### config.mk
export PLATFORM = sky130hd
export DESIGN_NAME = nmea_gll_position_parser
export DESIGN_NICKNAME = d
export VERILOG_FILES = /design/src/ngll_pkg.sv /design/src/ngll_front.sv /design/src/ngll_queue.sv /design/src/ngll_back.sv /design/src/nmea_gll_position_parser.sv
export SDC_FILE = /design/constraint.sdc
export NUM_CORES = 1
export LEC_CHECK = 0
export BUFFER_PORTS_ARGS = -buffer_cell sky130_fd_sc_hd__buf_2
export CAP_MARGIN = 30
export CELL_PAD_IN_SITES_DETAIL_PLACEMENT = 1
export CELL_PAD_IN_SITES_GLOBAL_PLACEMENT = 1
export CORE_ASPECT_RATIO = 1.25
export CORE_MARGIN = 2
export CORE_UTILIZATION = 45
export DETAILED_ROUTE_END_ITERATION = 16
export PLACE_DENSITY_LB_ADDON = 0.08
export SLEW_MARGIN = 20
export SYNTH_ARGS = -nofsm -noshare
export SYNTH_HDL_FRONTEND = slang
export SYNTH_HIERARCHICAL = 1
export SYNTH_SLANG_ARGS = --single-unit
### constraint.sdc
create_clock -name clock -period 25 [get_ports clock]
set_input_delay 5 -clock clock [delete_from_list [all_inputs] [get_ports clock]]
set_output_delay 5 -clock clock [all_outputs]
set_load 0.1 [all_outputs]
### src/ngll_pkg.sv
// Shared types, character codes and digit weight tables for the GLL position parser.
package ngll_pkg;

   localparam logic [7:0] CH_DOLLAR = 8'h24;
   localparam logic [7:0] CH_COMMA  = 8'h2C;
   localparam logic [7:0] CH_CR     = 8'h0D;
   localparam logic [7:0] CH_LF     = 8'h0A;
   localparam logic [7:0] CH_SPACE  = 8'h20;
   localparam logic [7:0] CH_TAB    = 8'h09;
   localparam logic [7:0] CH_VT     = 8'h0B;
   localparam logic [7:0] CH_FF     = 8'h0C;
   localparam logic [7:0] CH_PLUS   = 8'h2B;
   localparam logic [7:0] CH_MINUS  = 8'h2D;
   localparam logic [7:0] CH_DOT    = 8'h2E;
   localparam logic [7:0] CH_ZERO   = 8'h30;
   localparam logic [7:0] CH_NINE   = 8'h39;

   localparam int unsigned ID_LEN = 5;

   localparam logic [31:0] SAT_LIMIT     = 32'd2000000000;
   localparam logic [31:0] INT_SAT_LIMIT = 32'd200000000;

   // Weight position that selects the integer-digit weight
   localparam logic [2:0] POS_INTEGER = 3'd5;

   typedef logic [2:0] kind_type;
   localparam kind_type KIND_DOLLAR  = 3'd0;
   localparam kind_type KIND_COMMA   = 3'd1;
   localparam kind_type KIND_NEWLINE = 3'd2;
   localparam kind_type KIND_RETURN  = 3'd3;
   localparam kind_type KIND_TEXT    = 3'd4;

   typedef struct packed {
      kind_type   kind;
      logic       blank;
      logic       sign;
      logic       minus;
      logic       dot;
      logic       digit;
      logic [3:0] digit_val;
      logic [7:0] ch;
   } item_type;

   typedef struct packed {
      logic [1:0] count;
      logic       full;
      logic       empty;
   } queue_status_type;

   function automatic logic [7:0] id_char(input logic [2:0] idx);
      logic [7:0] c;
      case (idx)
         3'd0:    c = 8'h47; // G
         3'd1:    c = 8'h50; // P
         3'd2:    c = 8'h47; // G
         3'd3:    c = 8'h4C; // L
         3'd4:    c = 8'h4C; // L
         default: c = 8'h00;
      endcase
      return c;
   endfunction

   // Digit times its place weight in units of 1e-5; positions 0..4 are decimals
   function automatic logic [19:0] digit_weight(input logic [3:0] d, input logic [2:0] pos);
      logic [19:0] w;
      case (pos)
         3'd0:    w = 20'd10000;
         3'd1:    w = 20'd1000;
         3'd2:    w = 20'd100;
         3'd3:    w = 20'd10;
         3'd4:    w = 20'd1;
         default: w = 20'd100000;
      endcase
      return 20'(20'(d) * w);
   endfunction

endpackage

### src/ngll_front.sv
// Front end: classifies each received character before it enters the queue.
module ngll_front (
   input  logic              req_tvalid,
   output logic              req_tready,
   input  logic [7:0]        req_tdata,   // [7:0] rx_byte
   input  logic              q_ready,
   output logic              push,
   output ngll_pkg::item_type push_item
);

   logic [7:0] c;

   assign c          = req_tdata;
   assign req_tready = q_ready;
   assign push       = req_tvalid;

   always_comb begin
      push_item           = '0;
      push_item.ch        = c;
      push_item.blank     = (c == ngll_pkg::CH_SPACE) || (c == ngll_pkg::CH_TAB) ||
                            (c == ngll_pkg::CH_VT) || (c == ngll_pkg::CH_FF);
      push_item.sign      = (c == ngll_pkg::CH_PLUS) || (c == ngll_pkg::CH_MINUS);
      push_item.minus     = (c == ngll_pkg::CH_MINUS);
      push_item.dot       = (c == ngll_pkg::CH_DOT);
      push_item.digit     = (c >= ngll_pkg::CH_ZERO) && (c <= ngll_pkg::CH_NINE);
      push_item.digit_val = 4'(c - ngll_pkg::CH_ZERO);
      priority if (c == ngll_pkg::CH_DOLLAR) begin
         push_item.kind = ngll_pkg::KIND_DOLLAR;
      end else if (c == ngll_pkg::CH_COMMA) begin
         push_item.kind = ngll_pkg::KIND_COMMA;
      end else if (c == ngll_pkg::CH_LF) begin
         push_item.kind = ngll_pkg::KIND_NEWLINE;
      end else if (c == ngll_pkg::CH_CR) begin
         push_item.kind = ngll_pkg::KIND_RETURN;
      end else begin
         push_item.kind = ngll_pkg::KIND_TEXT;
      end
   end

endmodule

### src/ngll_queue.sv
// Two-entry queue of classified characters between front and back end.
module ngll_queue (
   input  logic                      clock,
   input  logic                      reset,
   input  logic                      push,
   input  ngll_pkg::item_type        push_item,
   input  logic                      pop,
   output ngll_pkg::item_type        pop_item,
   output ngll_pkg::queue_status_type status
);

   ngll_pkg::item_type entry_ff [2];
   logic       wr_ptr_ff, wr_ptr_in;
   logic       rd_ptr_ff, rd_ptr_in;
   logic [1:0] count_ff, count_in;
   logic       do_push, do_pop;

   assign status.count = count_ff;
   assign status.full  = (count_ff == 2'd2);
   assign status.empty = (count_ff == 2'd0);
   assign do_push      = push && !status.full;
   assign do_pop       = pop && !status.empty;
   assign pop_item     = entry_ff[rd_ptr_ff];

   always_comb begin
      wr_ptr_in = do_push ? !wr_ptr_ff : wr_ptr_ff;
      rd_ptr_in = do_pop ? !rd_ptr_ff : rd_ptr_ff;
      count_in  = 2'(count_ff + {1'b0, do_push} - {1'b0, do_pop});
   end

   always_ff @(posedge clock) begin
      if (reset) begin
         wr_ptr_ff <= 1'b0;
         rd_ptr_ff <= 1'b0;
         count_ff  <= 2'd0;
      end else begin
         wr_ptr_ff <= wr_ptr_in;
         rd_ptr_ff <= rd_ptr_in;
         count_ff  <= count_in;
      end
   end

   always_ff @(posedge clock) begin
      if (do_push) begin
         entry_ff[wr_ptr_ff] <= push_item;
      end
   end

endmodule

### src/ngll_back.sv
// Back end: sentence tracking, number accumulation and the result register.
module ngll_back #(
   parameter int FIELDS      = 8,
   parameter int FIELD_CHARS = 16
) (
   input  logic               clock,
   input  logic               reset,
   input  logic               q_valid,
   input  ngll_pkg::item_type q_item,
   output logic               q_pop,
   output logic               rsp_tvalid,
   input  logic               rsp_tready,
   output logic [63:0]        rsp_tdata    // [31:0] latitude_fixed, [63:32] longitude_fixed
);

   localparam int FW = (FIELDS > 1) ? $clog2(FIELDS) : 1;
   localparam int CW = $clog2(FIELD_CHARS + 1);

   localparam logic [2:0] PH_LEAD = 3'd0;
   localparam logic [2:0] PH_SIGN = 3'd1;
   localparam logic [2:0] PH_INT  = 3'd2;
   localparam logic [2:0] PH_FRAC = 3'd3;
   localparam logic [2:0] PH_DONE = 3'd4;

   logic          receiving_ff, receiving_in;
   logic [FW-1:0] field_ff, field_in;
   logic [CW-1:0] chars_ff, chars_in;
   logic          id_match_ff, id_match_in;
   logic          valid_ff, valid_in;
   logic [2:0]    phase_ff, phase_in;
   logic          neg_ff, neg_in;
   logic [2:0]    frac_ff, frac_in;
   logic [31:0]   value_ff, value_in;
   logic [31:0]   lat_ff, lat_in;
   logic [31:0]   lon_ff, lon_in;
   logic          rsp_valid_ff, rsp_valid_in;
   logic [63:0]   rsp_data_ff, rsp_data_in;

   logic          take;
   logic [34:0]   times_ten;
   logic [31:0]   int_base;
   logic [32:0]   int_sum;
   logic [31:0]   int_next;
   logic [32:0]   frac_sum;
   logic [31:0]   frac_next;
   logic [31:0]   signed_val;
   logic          is_lat, is_lon;

   // Only a newline has to wait for a held result; other characters keep flowing
   assign take       = q_valid && (!rsp_valid_ff || rsp_tready ||
                                   q_item.kind != ngll_pkg::KIND_NEWLINE);
   assign q_pop      = take;
   assign rsp_tvalid = rsp_valid_ff;
   assign rsp_tdata  = rsp_data_ff;

   assign is_lat = (field_ff == FW'(1));
   assign is_lon = (field_ff == FW'(3));

   // Scale by ten and add the integer digit; saturate early so the sum stays narrow
   always_comb begin
      times_ten  = {value_ff, 3'b000} + {2'b00, value_ff, 1'b0};
      int_base   = (value_ff > ngll_pkg::INT_SAT_LIMIT) ? ngll_pkg::SAT_LIMIT : times_ten[31:0];
      int_sum    = {1'b0, int_base} +
                   33'(ngll_pkg::digit_weight(q_item.digit_val, ngll_pkg::POS_INTEGER));
      int_next   = (int_sum > {1'b0, ngll_pkg::SAT_LIMIT}) ? ngll_pkg::SAT_LIMIT : int_sum[31:0];
      frac_sum   = {1'b0, value_ff} + 33'(ngll_pkg::digit_weight(q_item.digit_val, frac_ff));
      frac_next  = (frac_sum > {1'b0, ngll_pkg::SAT_LIMIT}) ? ngll_pkg::SAT_LIMIT : frac_sum[31:0];
      signed_val = neg_ff ? 32'(32'd0 - value_ff) : value_ff;
   end

   always_comb begin
      receiving_in = receiving_ff;
      field_in     = field_ff;
      chars_in     = chars_ff;
      id_match_in  = id_match_ff;
      valid_in     = valid_ff;
      phase_in     = phase_ff;
      neg_in       = neg_ff;
      frac_in      = frac_ff;
      value_in     = value_ff;
      lat_in       = lat_ff;
      lon_in       = lon_ff;
      rsp_valid_in = rsp_valid_ff && !rsp_tready;
      rsp_data_in  = rsp_data_ff;

      if (take) begin
         priority if (q_item.kind == ngll_pkg::KIND_DOLLAR) begin
            receiving_in = 1'b1;
            field_in     = '0;
            id_match_in  = 1'b1;
            valid_in     = 1'b0;
            lat_in       = '0;
            lon_in       = '0;
            chars_in     = '0;
            phase_in     = PH_LEAD;
            neg_in       = 1'b0;
            frac_in      = '0;
            value_in     = '0;
         end else if (!receiving_ff || q_item.kind == ngll_pkg::KIND_RETURN) begin
            receiving_in = receiving_ff;
         end else if (q_item.kind == ngll_pkg::KIND_COMMA) begin
            if (field_ff == '0) begin
               valid_in = id_match_ff && (chars_ff >= CW'(ngll_pkg::ID_LEN));
            end else if (is_lat) begin
               lat_in = signed_val;
            end else if (is_lon) begin
               lon_in = signed_val;
            end
            // Drop the sentence when field 0 is not the expected id
            if (field_ff == '0 && !(id_match_ff && (chars_ff >= CW'(ngll_pkg::ID_LEN)))) begin
               receiving_in = 1'b0;
            end else begin
               if (field_ff < FW'(FIELDS - 1)) begin
                  field_in = FW'(field_ff + FW'(1));
               end
               chars_in = '0;
               phase_in = PH_LEAD;
               neg_in   = 1'b0;
               frac_in  = '0;
               value_in = '0;
            end
         end else if (q_item.kind == ngll_pkg::KIND_NEWLINE) begin
            receiving_in = 1'b0;
            if (valid_ff && field_ff != '0) begin
               if (is_lat) begin
                  lat_in = signed_val;
               end else if (is_lon) begin
                  lon_in = signed_val;
               end
               rsp_valid_in = 1'b1;
               rsp_data_in  = {(is_lon ? signed_val : lon_ff), (is_lat ? signed_val : lat_ff)};
            end
         end else if (chars_ff < CW'(FIELD_CHARS)) begin
            chars_in = CW'(chars_ff + CW'(1));
            if (field_ff == '0) begin
               if (chars_ff < CW'(ngll_pkg::ID_LEN) &&
                   q_item.ch != ngll_pkg::id_char(chars_ff[2:0])) begin
                  id_match_in = 1'b0;
               end
            end else if (is_lat || is_lon) begin
               unique case (phase_ff)
                  PH_LEAD, PH_SIGN, PH_INT: begin
                     if (phase_ff == PH_LEAD && q_item.blank) begin
                        phase_in = PH_LEAD;
                     end else if (phase_ff == PH_LEAD && q_item.sign) begin
                        neg_in   = q_item.minus;
                        phase_in = PH_SIGN;
                     end else if (q_item.digit) begin
                        value_in = int_next;
                        phase_in = PH_INT;
                     end else if (q_item.dot) begin
                        phase_in = PH_FRAC;
                     end else begin
                        phase_in = PH_DONE;
                     end
                  end
                  PH_FRAC: begin
                     if (q_item.digit) begin
                        // Keep five decimals, consume the rest
                        if (frac_ff < 3'd5) begin
                           value_in = frac_next;
                           frac_in  = 3'(frac_ff + 3'd1);
                        end
                     end else begin
                        phase_in = PH_DONE;
                     end
                  end
                  default: begin
                     phase_in = phase_ff;
                  end
               endcase
            end
         end
      end
   end

   always_ff @(posedge clock) begin
      if (reset) begin
         receiving_ff <= 1'b0;
         field_ff     <= '0;
         chars_ff     <= '0;
         id_match_ff  <= 1'b1;
         valid_ff     <= 1'b0;
         phase_ff     <= PH_LEAD;
         neg_ff       <= 1'b0;
         frac_ff      <= '0;
         value_ff     <= '0;
         lat_ff       <= '0;
         lon_ff       <= '0;
         rsp_valid_ff <= 1'b0;
      end else begin
         receiving_ff <= receiving_in;
         field_ff     <= field_in;
         chars_ff     <= chars_in;
         id_match_ff  <= id_match_in;
         valid_ff     <= valid_in;
         phase_ff     <= phase_in;
         neg_ff       <= neg_in;
         frac_ff      <= frac_in;
         value_ff     <= value_in;
         lat_ff       <= lat_in;
         lon_ff       <= lon_in;
         rsp_valid_ff <= rsp_valid_in;
      end
   end

   always_ff @(posedge clock) begin
      rsp_data_ff <= rsp_data_in;
   end

endmodule

### src/nmea_gll_position_parser.sv
// A character transfer is written into a queue entry register, which the back end reads;
// the result caused by a newline is registered and drives rsp_tvalid.
// Throughput: one character per cycle while the queue has room, set by the accumulate
// step in the back end; only a newline waits on a held result, which the queue absorbs.
// Reset: synchronous, active high; the parser waits for a dollar sign and the queue
// and result register empty.
module nmea_gll_position_parser #(
   parameter int FIELDS      = 8,
   parameter int FIELD_CHARS = 16
) (
   input  logic        clock,
   input  logic        reset,
   input  logic        req_tvalid,
   output logic        req_tready,
   input  logic [7:0]  req_tdata,   // [7:0] rx_byte
   output logic        rsp_tvalid,
   input  logic        rsp_tready,
   output logic [63:0] rsp_tdata    // [31:0] latitude_fixed, [63:32] longitude_fixed
);

   logic                       push;
   ngll_pkg::item_type         push_item;
   logic                       pop;
   ngll_pkg::item_type         pop_item;
   ngll_pkg::queue_status_type q_status;

   ngll_front u_front (
      .req_tvalid (req_tvalid),
      .req_tready (req_tready),
      .req_tdata  (req_tdata),
      .q_ready    (!q_status.full),
      .push       (push),
      .push_item  (push_item)
   );

   ngll_queue u_queue (
      .clock     (clock),
      .reset     (reset),
      .push      (push),
      .push_item (push_item),
      .pop       (pop),
      .pop_item  (pop_item),
      .status    (q_status)
   );

   ngll_back #(
      .FIELDS      (FIELDS),
      .FIELD_CHARS (FIELD_CHARS)
   ) u_back (
      .clock      (clock),
      .reset      (reset),
      .q_valid    (!q_status.empty),
      .q_item     (pop_item),
      .q_pop      (pop),
      .rsp_tvalid (rsp_tvalid),
      .rsp_tready (rsp_tready),
      .rsp_tdata  (rsp_tdata)
   );

   a_count_bound: assert property (@(posedge clock) disable iff (reset)
      q_status.count != 2'd3)
      else $error("queue count out of range");

   a_ready_full: assert property (@(posedge clock) disable iff (reset)
      !req_tready |-> q_status.count == 2'd2)
      else $error("input stalled while queue has room");

   a_rsp_from_pop: assert property (@(posedge clock) disable iff (reset)
      $rose(rsp_tvalid) |-> $past(pop))
      else $error("result appeared without a queue transfer");

   a_pop_needs_item: assert property (@(posedge clock) disable iff (reset)
      pop |-> !q_status.empty)
      else $error("back end popped an empty queue");

endmodule
==> results of run 1 <==
==> stage by stage <==
stage | util (%) | power, mW | setup slack [ps] | area (um^2)
global placement | 47.3 | 1.04 | 14960 | 17500
finish | 49.4 | 1.40 | 14540 | 18300
global route | 49.4 | 1.49 | 13470 | 18300
floorplan | - | 0.893 | 16280 | 16800
detailed placement | 47.3 | 1.05 | 14640 | 17500
CTS | 49.4 | 1.41 | 14580 | 18300
==> cell type report <==
type / instances / area, um^2 / share of cell area [%]
Inverter: 101 / 379 / 2.07
Sequential cell: 224 / 5530 / 30.2
Multi-Input combinational cell: 1527 / 10500 / 57.1
Tap cell: 486 / 608 / 3.32
Clock inverter: 11 / 76.3 / 0.417
Clock buffer: 35 / 693 / 3.78
Timing Repair Buffer: 102 / 573 / 3.13
==> cells in the final DEF, fill, tap and decap left out, types with 12 or more instances in the layout <==
cell	instances
o211ai_1	12
o21a_1	22
mux2_2	27
xnor2_1	57
buf_2	76
buf_4	25
xor2_1	63
a21oi_1	147
clkbuf_16	25
nand2_1	176
nor2_1	211
dfxtp_1	120
nor3_1	39
nor2b_1	22
o21ai_0	118
or3_1	16
inv_1	98
and2_1	26
nand4_1	26
nor4_1	19
nand2b_1	22
edfxtp_1	104
a211oi_1	16
a22oi_1	63
nand3_1	27
ha_1	126
and3_1	15
a21o_1	32
fa_1	23
or2_2	14
==> report_power, final <==
| part | leakage, nW | internal [mW] | switching, mW |
|---|---|---|---|
| registers | 1.86 | 0.395 | 0.00450 |
| clock network | 0.383 | 0.195 | 0.156 |
| logic | 4.95 | 0.244 | 0.408 |
==> kinds of logic (layout without fill, tap and decap cells) <==
kind of cell	Yosys count	in the layout	share of synthesized area, %
compound gates	553	553	22.1
xor+xnor	120	120	6.26
fa+ha+maj	150	150	12.2
buf+inv	203	249	4.97
flops	224	224	32.9
mux	34	34	2.23
simple gates	670	670	19.4
==> worst max-delay path by stage <==
stage	from	endpoint	slack [ps]	depth (start not counted)
final	u_back/frac_ff[1]	u_back/value_ff[26]	14540	37
after global routing	u_back/frac_ff[1]	u_back/value_ff[26]	13470	37
after CTS	u_back/frac_ff[1]	u_back/value_ff[26]	14580	37
after detailed placement	u_back/frac_ff[1]	u_back/value_ff[26]	14640	37
after global placement	u_back/frac_ff[1]	u_back/value_ff[26]	14960	37
after floorplan	u_back/frac_ff[1]	u_back/value_ff[18]	16280	42
==> layer usage <==
layer  share of wire [%]  global-route usage, %  wire, um  vias up
met5                   0                      0         0        -
met4                 3.2                   8.37      1690        0
met3                 2.8                   2.12      1470       87
met2                  51                   49.0     26700      272
met1                  43                   33.0     22700     7381
li1                    -                      -         -     7178
==> worst register-to-register path, delay by kind of cell (launching register included) <==
kind / cells / cell delay, ps
AO/OA/AOI/OAI: 16 / 4450
XOR/XNOR: 2 / 230
adder cells (fa/ha/maj): 5 / 1880
buffers and inverters: 3 / 220
flip-flops: 1 / 490
AND/OR/NAND/NOR: 11 / 3080
==> flip-flops by register name, indices dropped and copies added (netlist names), 2 cells and up, named ones only <==
register / count
u_back/field_ff: 3
u_back/rsp_tdata: 64
u_back/lon_ff: 32
u_queue/count_ff: 2
u_back/phase_ff: 3
u_back/chars_ff: 5
u_back/frac_ff: 3
u_back/lat_ff: 32
u_queue/entry_ff: 40
u_back/value_ff: 32
==> qor.csv, run 1 <==
stage,metric,value,unit
routing,Post-route DRC,0,
placed_design,placed cell count,2439,
synthesis,cell taking the most area after synthesis,edfxtp_1,
timing,Final Hold Vio Count,0,
critical_path,reg-to-reg setup timing slack,14540,ps
global_routing,GRT Util Overall,26.7,%
floorplanning,die area,0.0389,mm^2
critical_path,Critical Path Source Type,flip-flop,
routing,DRT iter0 DRCs,843,
timing,endpoints failing setup,0,
timing,RSZ-0062 raised after global routing,false,
clock_tree,CTS tree,built,
clock_tree,PostCTS Resize Cnt,0,
global_routing,global-route wire length before repair,83.0,mm
placed_design,Post-DP HPWL,39.8,mm
routing,drt pass-1 iters,5,
synthesis,top_reg_cell synth,dfxtp_1,
worst_hold_path,Hold Crit Endpoint,u_back/valid_ff,
clock_tree,clock slew at reported path FFs,70,ps
routing,Detail Route Antenna Nets,0,
clock_tree,CTS H-tree depth,1,
clock_tree,total CTS buffers,25,
worst_hold_path,Worst Hold Class,flip-flop to flip-flop,
floorplanning,I/O pin total,78,
critical_path,worst path bufs/invs,3,
synthesis,syn_nets,2116,
synthesis,Syn Area/Cell,8.60,um^2
cells_and_area,share of layout cells above drive strength 1,11.0,%
synthesis,Post-Synthesis Cells,1954,
routing,vias per cell,6.00,
floorplanning,initial core utilization,45.3,%
critical_path,cell depth of the worst flop-to-flop path,37,
synthesis,Commonest cells post-synth,"nor2_1, nand2_1, a21oi_1",
routing,Avg WL per Cell,21.1,um
outcome,status,finished clean,
global_routing,initial antenna violation count,0,
timing,Final Max Tran Viols,0,
timing,Layout Skew,17.1,ps
timing,Tcrit/Tclk final,41.9,%
synthesis,share of Yosys cell area claimed by the top area cell type,18.6,%
critical_path,Worst path top cell family by delay,compound AO/OA/AOI/OAI gates,
cells_and_area,Filler cells,4433,
critical_path,"most used cell, CP",a21oi_1,
synthesis,synthesized cell area,0.0168,mm^2
routing,via count,14918,
worst_hold_path,worst hold start,u_back/valid_ff,
routing,final WL,52.5,mm
critical_path,worst r2r dst,u_back/value_ff[26],
critical_path,worst setup path class,flip-flop to flip-flop,
cells_and_area,# diodes,0,
critical_path,Required @ worst endpoint,25440,ps
critical_path,worst r2r src,u_back/frac_ff[1],
timing,TNS Setup,0,ps
global_routing,pin count of the biggest net entering global routing,82,
synthesis,Yosys warnings,6,
power_and_ir_drop,PD cells,76.6,mW/mm^2
synthesis,most common cell in the netlist,nor2_1,
critical_path,crit path max fanout,17,
clock_tree,"Setup Fix Bufs, Post-CTS",0,
timing,Worst-Margin Slew,979,ps
clock_tree,clock net sink count,224,
synthesis,Area contributors post-synth,"edfxtp_1, dfxtp_1, ha_1",
synthesis,Yosys cell types,96,
synthesis,"FF+latch count, synth",224,
clock_tree,clock latency on the worst-skew pair,550,ps
clock_tree,clk buf depth,3,
placed_design,GPL Wtd Cong,0.953,
timing,Max-slew headroom,34.6,%
power_and_ir_drop,VDD IR max,0.0000776,V
placed_design,number of port buffers,77,
timing,final hold slack,491,ps
clock_tree,CTS Hold Buffers Added,0,
synthesis,ys async rst share,0,%
critical_path,Crit path largest cell delay,760,ps
cells_and_area,Synth-to-Final Area Change,9.05,%
clock_tree,root buffer cell,clkbuf_16,
critical_path,Crit path arrival time,10910,ps
timing,Final Critical Period,10460,ps
critical_path,slowest cell on the critical path,and2_1,
global_routing,vias in the first global route,15153,
power_and_ir_drop,P_leak,7.18,nW
global_routing,gr ovfl total,0,
synthesis,Post-synth EDFFs,104,
floorplanning,Core Region,0.0371,mm^2
run,max_cap viols,0,
worst_hold_path,hold path depth,2,
synthesis,post-synthesis sequential area ratio,32.9,%
floorplanning,DIE WIDTH,177,um
floorplanning,Die Y,220,um
critical_path,endpoint kind of the worst setup timing path,flip-flop,
cells_and_area,nets,2143,
floorplanning,# rows,79,
timing,Max Freq,95.6,MHz
cells_and_area,fin cells,2486,
Power figures use the tool's default switching activity.
==> run 2: changes to the inputs <==
Settings changed: CORE_UTILIZATION 45 to 44.
Clock period 25 ns to 9.11 ns, I/O delays scaled along.
==> qor.csv, run 2 (synthesis gave the netlist of run 1 again) <==
stage,metric,value,unit,change
critical_path,Crit path largest cell delay,500,ps,was 760 ps
routing,Avg WL per Cell,21.7,um,was 21.1 um
cells_and_area,nets,2158,,was 2143
clock_tree,CTS Hold Buffers Added,0,,unchanged
clock_tree,total CTS buffers,26,,was 25
floorplanning,I/O pin total,78,,unchanged
critical_path,worst setup path class,flip-flop to flip-flop,,unchanged
worst_hold_path,Hold Crit Endpoint,u_back/valid_ff,,unchanged
worst_hold_path,hold path depth,2,,unchanged
clock_tree,CTS tree,built,,unchanged
critical_path,worst r2r src,u_back/frac_ff[0],,was u_back/frac_ff[1]
clock_tree,CTS H-tree depth,1,,unchanged
global_routing,gr ovfl total,0,,unchanged
critical_path,slowest cell on the critical path,fa_1,,was and2_1
cells_and_area,"most common cell after layout, fill and taps aside",nor2_1,,unchanged
routing,DRT iter0 DRCs,865,,was 843
power_and_ir_drop,P_leak,7.31,nW,was 7.18 nW
routing,vias per cell,5.96,,was 6.00
floorplanning,Die Y,222,um,was 220 um
global_routing,pin count of the biggest net entering global routing,65,,was 82
routing,drt pass-1 iters,5,,unchanged
clock_tree,root buffer cell,clkbuf_16,,unchanged
floorplanning,DIE WIDTH,179,um,was 177 um
cells_and_area,flip-flop count of the largest register after layout,64,,unchanged
placed_design,number of port buffers,77,,unchanged
critical_path,cell depth of the worst flop-to-flop path,39,,was 37
critical_path,"most used cell, CP",a21o_1,,was a21oi_1
critical_path,Crit path arrival time,9110,ps,was 10910 ps
placed_design,GPL Wtd Cong,0.902,,was 0.953
global_routing,initial antenna violation count,0,,unchanged
cells_and_area,most frequent cells in the layout,"nor2_1, nand2_1, a21oi_1, ha_1, dfxtp_1",,unchanged
clock_tree,clock net sink count,224,,unchanged
timing,endpoints failing setup,0,,unchanged
power_and_ir_drop,PD cells,212,mW/mm^2,was 76.6 mW/mm^2
cells_and_area,Synth-to-Final Area Change,10.7,%,was 9.05%
critical_path,crit path launch,u_back/frac_ff[0],,was u_back/frac_ff[1]
timing,Tcrit/Tclk final,95.0,%,was 41.9%
outcome,status,finished clean,,unchanged
clock_tree,clock latency on the worst-skew pair,550,ps,about the same
timing,Max Freq,116,MHz,was 95.6 MHz
floorplanning,die area,0.0398,mm^2,was 0.0389 mm^2
critical_path,endpoint kind of the worst setup timing path,flip-flop,,unchanged
cells_and_area,Finished Cell Area,0.0186,mm^2,was 0.0183 mm^2
critical_path,worst r2r dst,u_back/value_ff[6],,was u_back/value_ff[26]
power_and_ir_drop,VDD IR max,0.000208,V,was 0.0000776 V
critical_path,reg-to-reg setup timing slack,460,ps,was 14540 ps
critical_path,Required @ worst endpoint,9560,ps,was 25440 ps
timing,Final Critical Period,8650,ps,was 10460 ps
global_routing,global-route wire length before repair,85.0,mm,was 83.0 mm
timing,Final Max Tran Viols,0,,unchanged
clock_tree,clk buf depth,3,,unchanged
clock_tree,clock slew at reported path FFs,60,ps,was 70 ps
floorplanning,# rows,80,,was 79
timing,Final Hold Vio Count,0,,unchanged
cells_and_area,share of layout cells above drive strength 1,12.5,%,was 11.0%
global_routing,vias in the first global route,15181,,was 15153
critical_path,crit path max fanout,7,,was 17
timing,Worst-Margin Slew,878,ps,was 979 ps
timing,Max-slew headroom,41.5,%,was 34.6%
global_routing,GRT Util Overall,27.0,%,was 26.7%
placed_design,Area after DPL,0.0177,mm^2,was 0.0175 mm^2
run,max_cap viols,0,,unchanged
routing,final WL,54.4,mm,was 52.5 mm
routing,via count,14949,,was 14918
floorplanning,Core Region,0.0379,mm^2,was 0.0371 mm^2
placed_design,Post-DP HPWL,41.0,mm,was 39.8 mm
timing,Layout Skew,16.4,ps,was 17.1 ps
cells_and_area,# diodes,0,,unchanged
floorplanning,initial core utilization,44.3,%,was 45.3%
cells_and_area,final core utilization,49.0,%,was 49.4%
routing,Post-route DRC,0,,unchanged
worst_hold_path,Worst Hold Class,flip-flop to flip-flop,,unchanged
routing,Detail Route Antenna Nets,0,,unchanged
worst_hold_path,worst hold start,u_back/valid_ff,,unchanged
critical_path,Critical Path Source Type,flip-flop,,unchanged
[run 2: worst max path at each step]
stage | slack (ps) | end | cells past startpoint
2_1_floorplan | 390 | u_back/value_ff[18] | 42
3_3_place_gp | 230 | u_back/value_ff[1] | 39
3_5_place_dp | -140 | u_back/value_ff[1] | 39
4_1_cts | 10 | u_back/value_ff[1] | 39
5_1_grt | -10 | u_back/value_ff[26] | 41
6_report | 460 | u_back/value_ff[6] | 39
[run 2: area by class of cell]
type | instances | area (um^2)
timing repair buffer | 116 | 718
clock buffer | 32 | 703
fill | 4493 | 19300
multi-input combinational | 1527 | 10500
inverter | 101 | 379
tap | 492 | 616
clock inverter | 16 | 151
sequential | 224 | 5530
[run 2: per-layer routing]
metal  part of all wire, %  GRT usage (%)
met1                    43           33.8
met5                     0          0.126
met4                   3.0           7.74
met2                    51           48.5
met3                   3.1           2.67
[run 2: worst max-delay path: cells and delay by family (launching register included)]
family,cells,cell delay (ps)
adder cells (fa/ha/maj),5,1870
buffers and inverters,4,380
XOR/XNOR,2,610
AND/OR/NAND/NOR,13,2370
flip-flops,1,370
AO/OA/AOI/OAI,15,2960
[run 2: where the power goes]
part | leakage, nW | internal (mW) | switching [mW]
logic | 5.03 | 0.683 | 1.12
clock network | 0.422 | 0.607 | 0.436
registers | 1.86 | 1.08 | 0.0143
[run 2: stage by stage]
step	std cells	hold slack (ps)	setup WS (ps)	total power [mW]	TNS (ps)
after floorplan	1954	451	394	2.45	0
after global placement	2454	468	229	2.88	0
after detailed placement	2455	483	-140	2.92	-950
after CTS	2503	496	11.0	3.97	0
after global routing	2508	526	-11.3	4.22	-11.3
final	2508	490	457	3.95	0
[run 2: what timing repair did]
item	CTS	global route
setup buffers	0	2
resized for setup	2	14
endpoints found under the setup margin	23	31
pin swaps	0	2
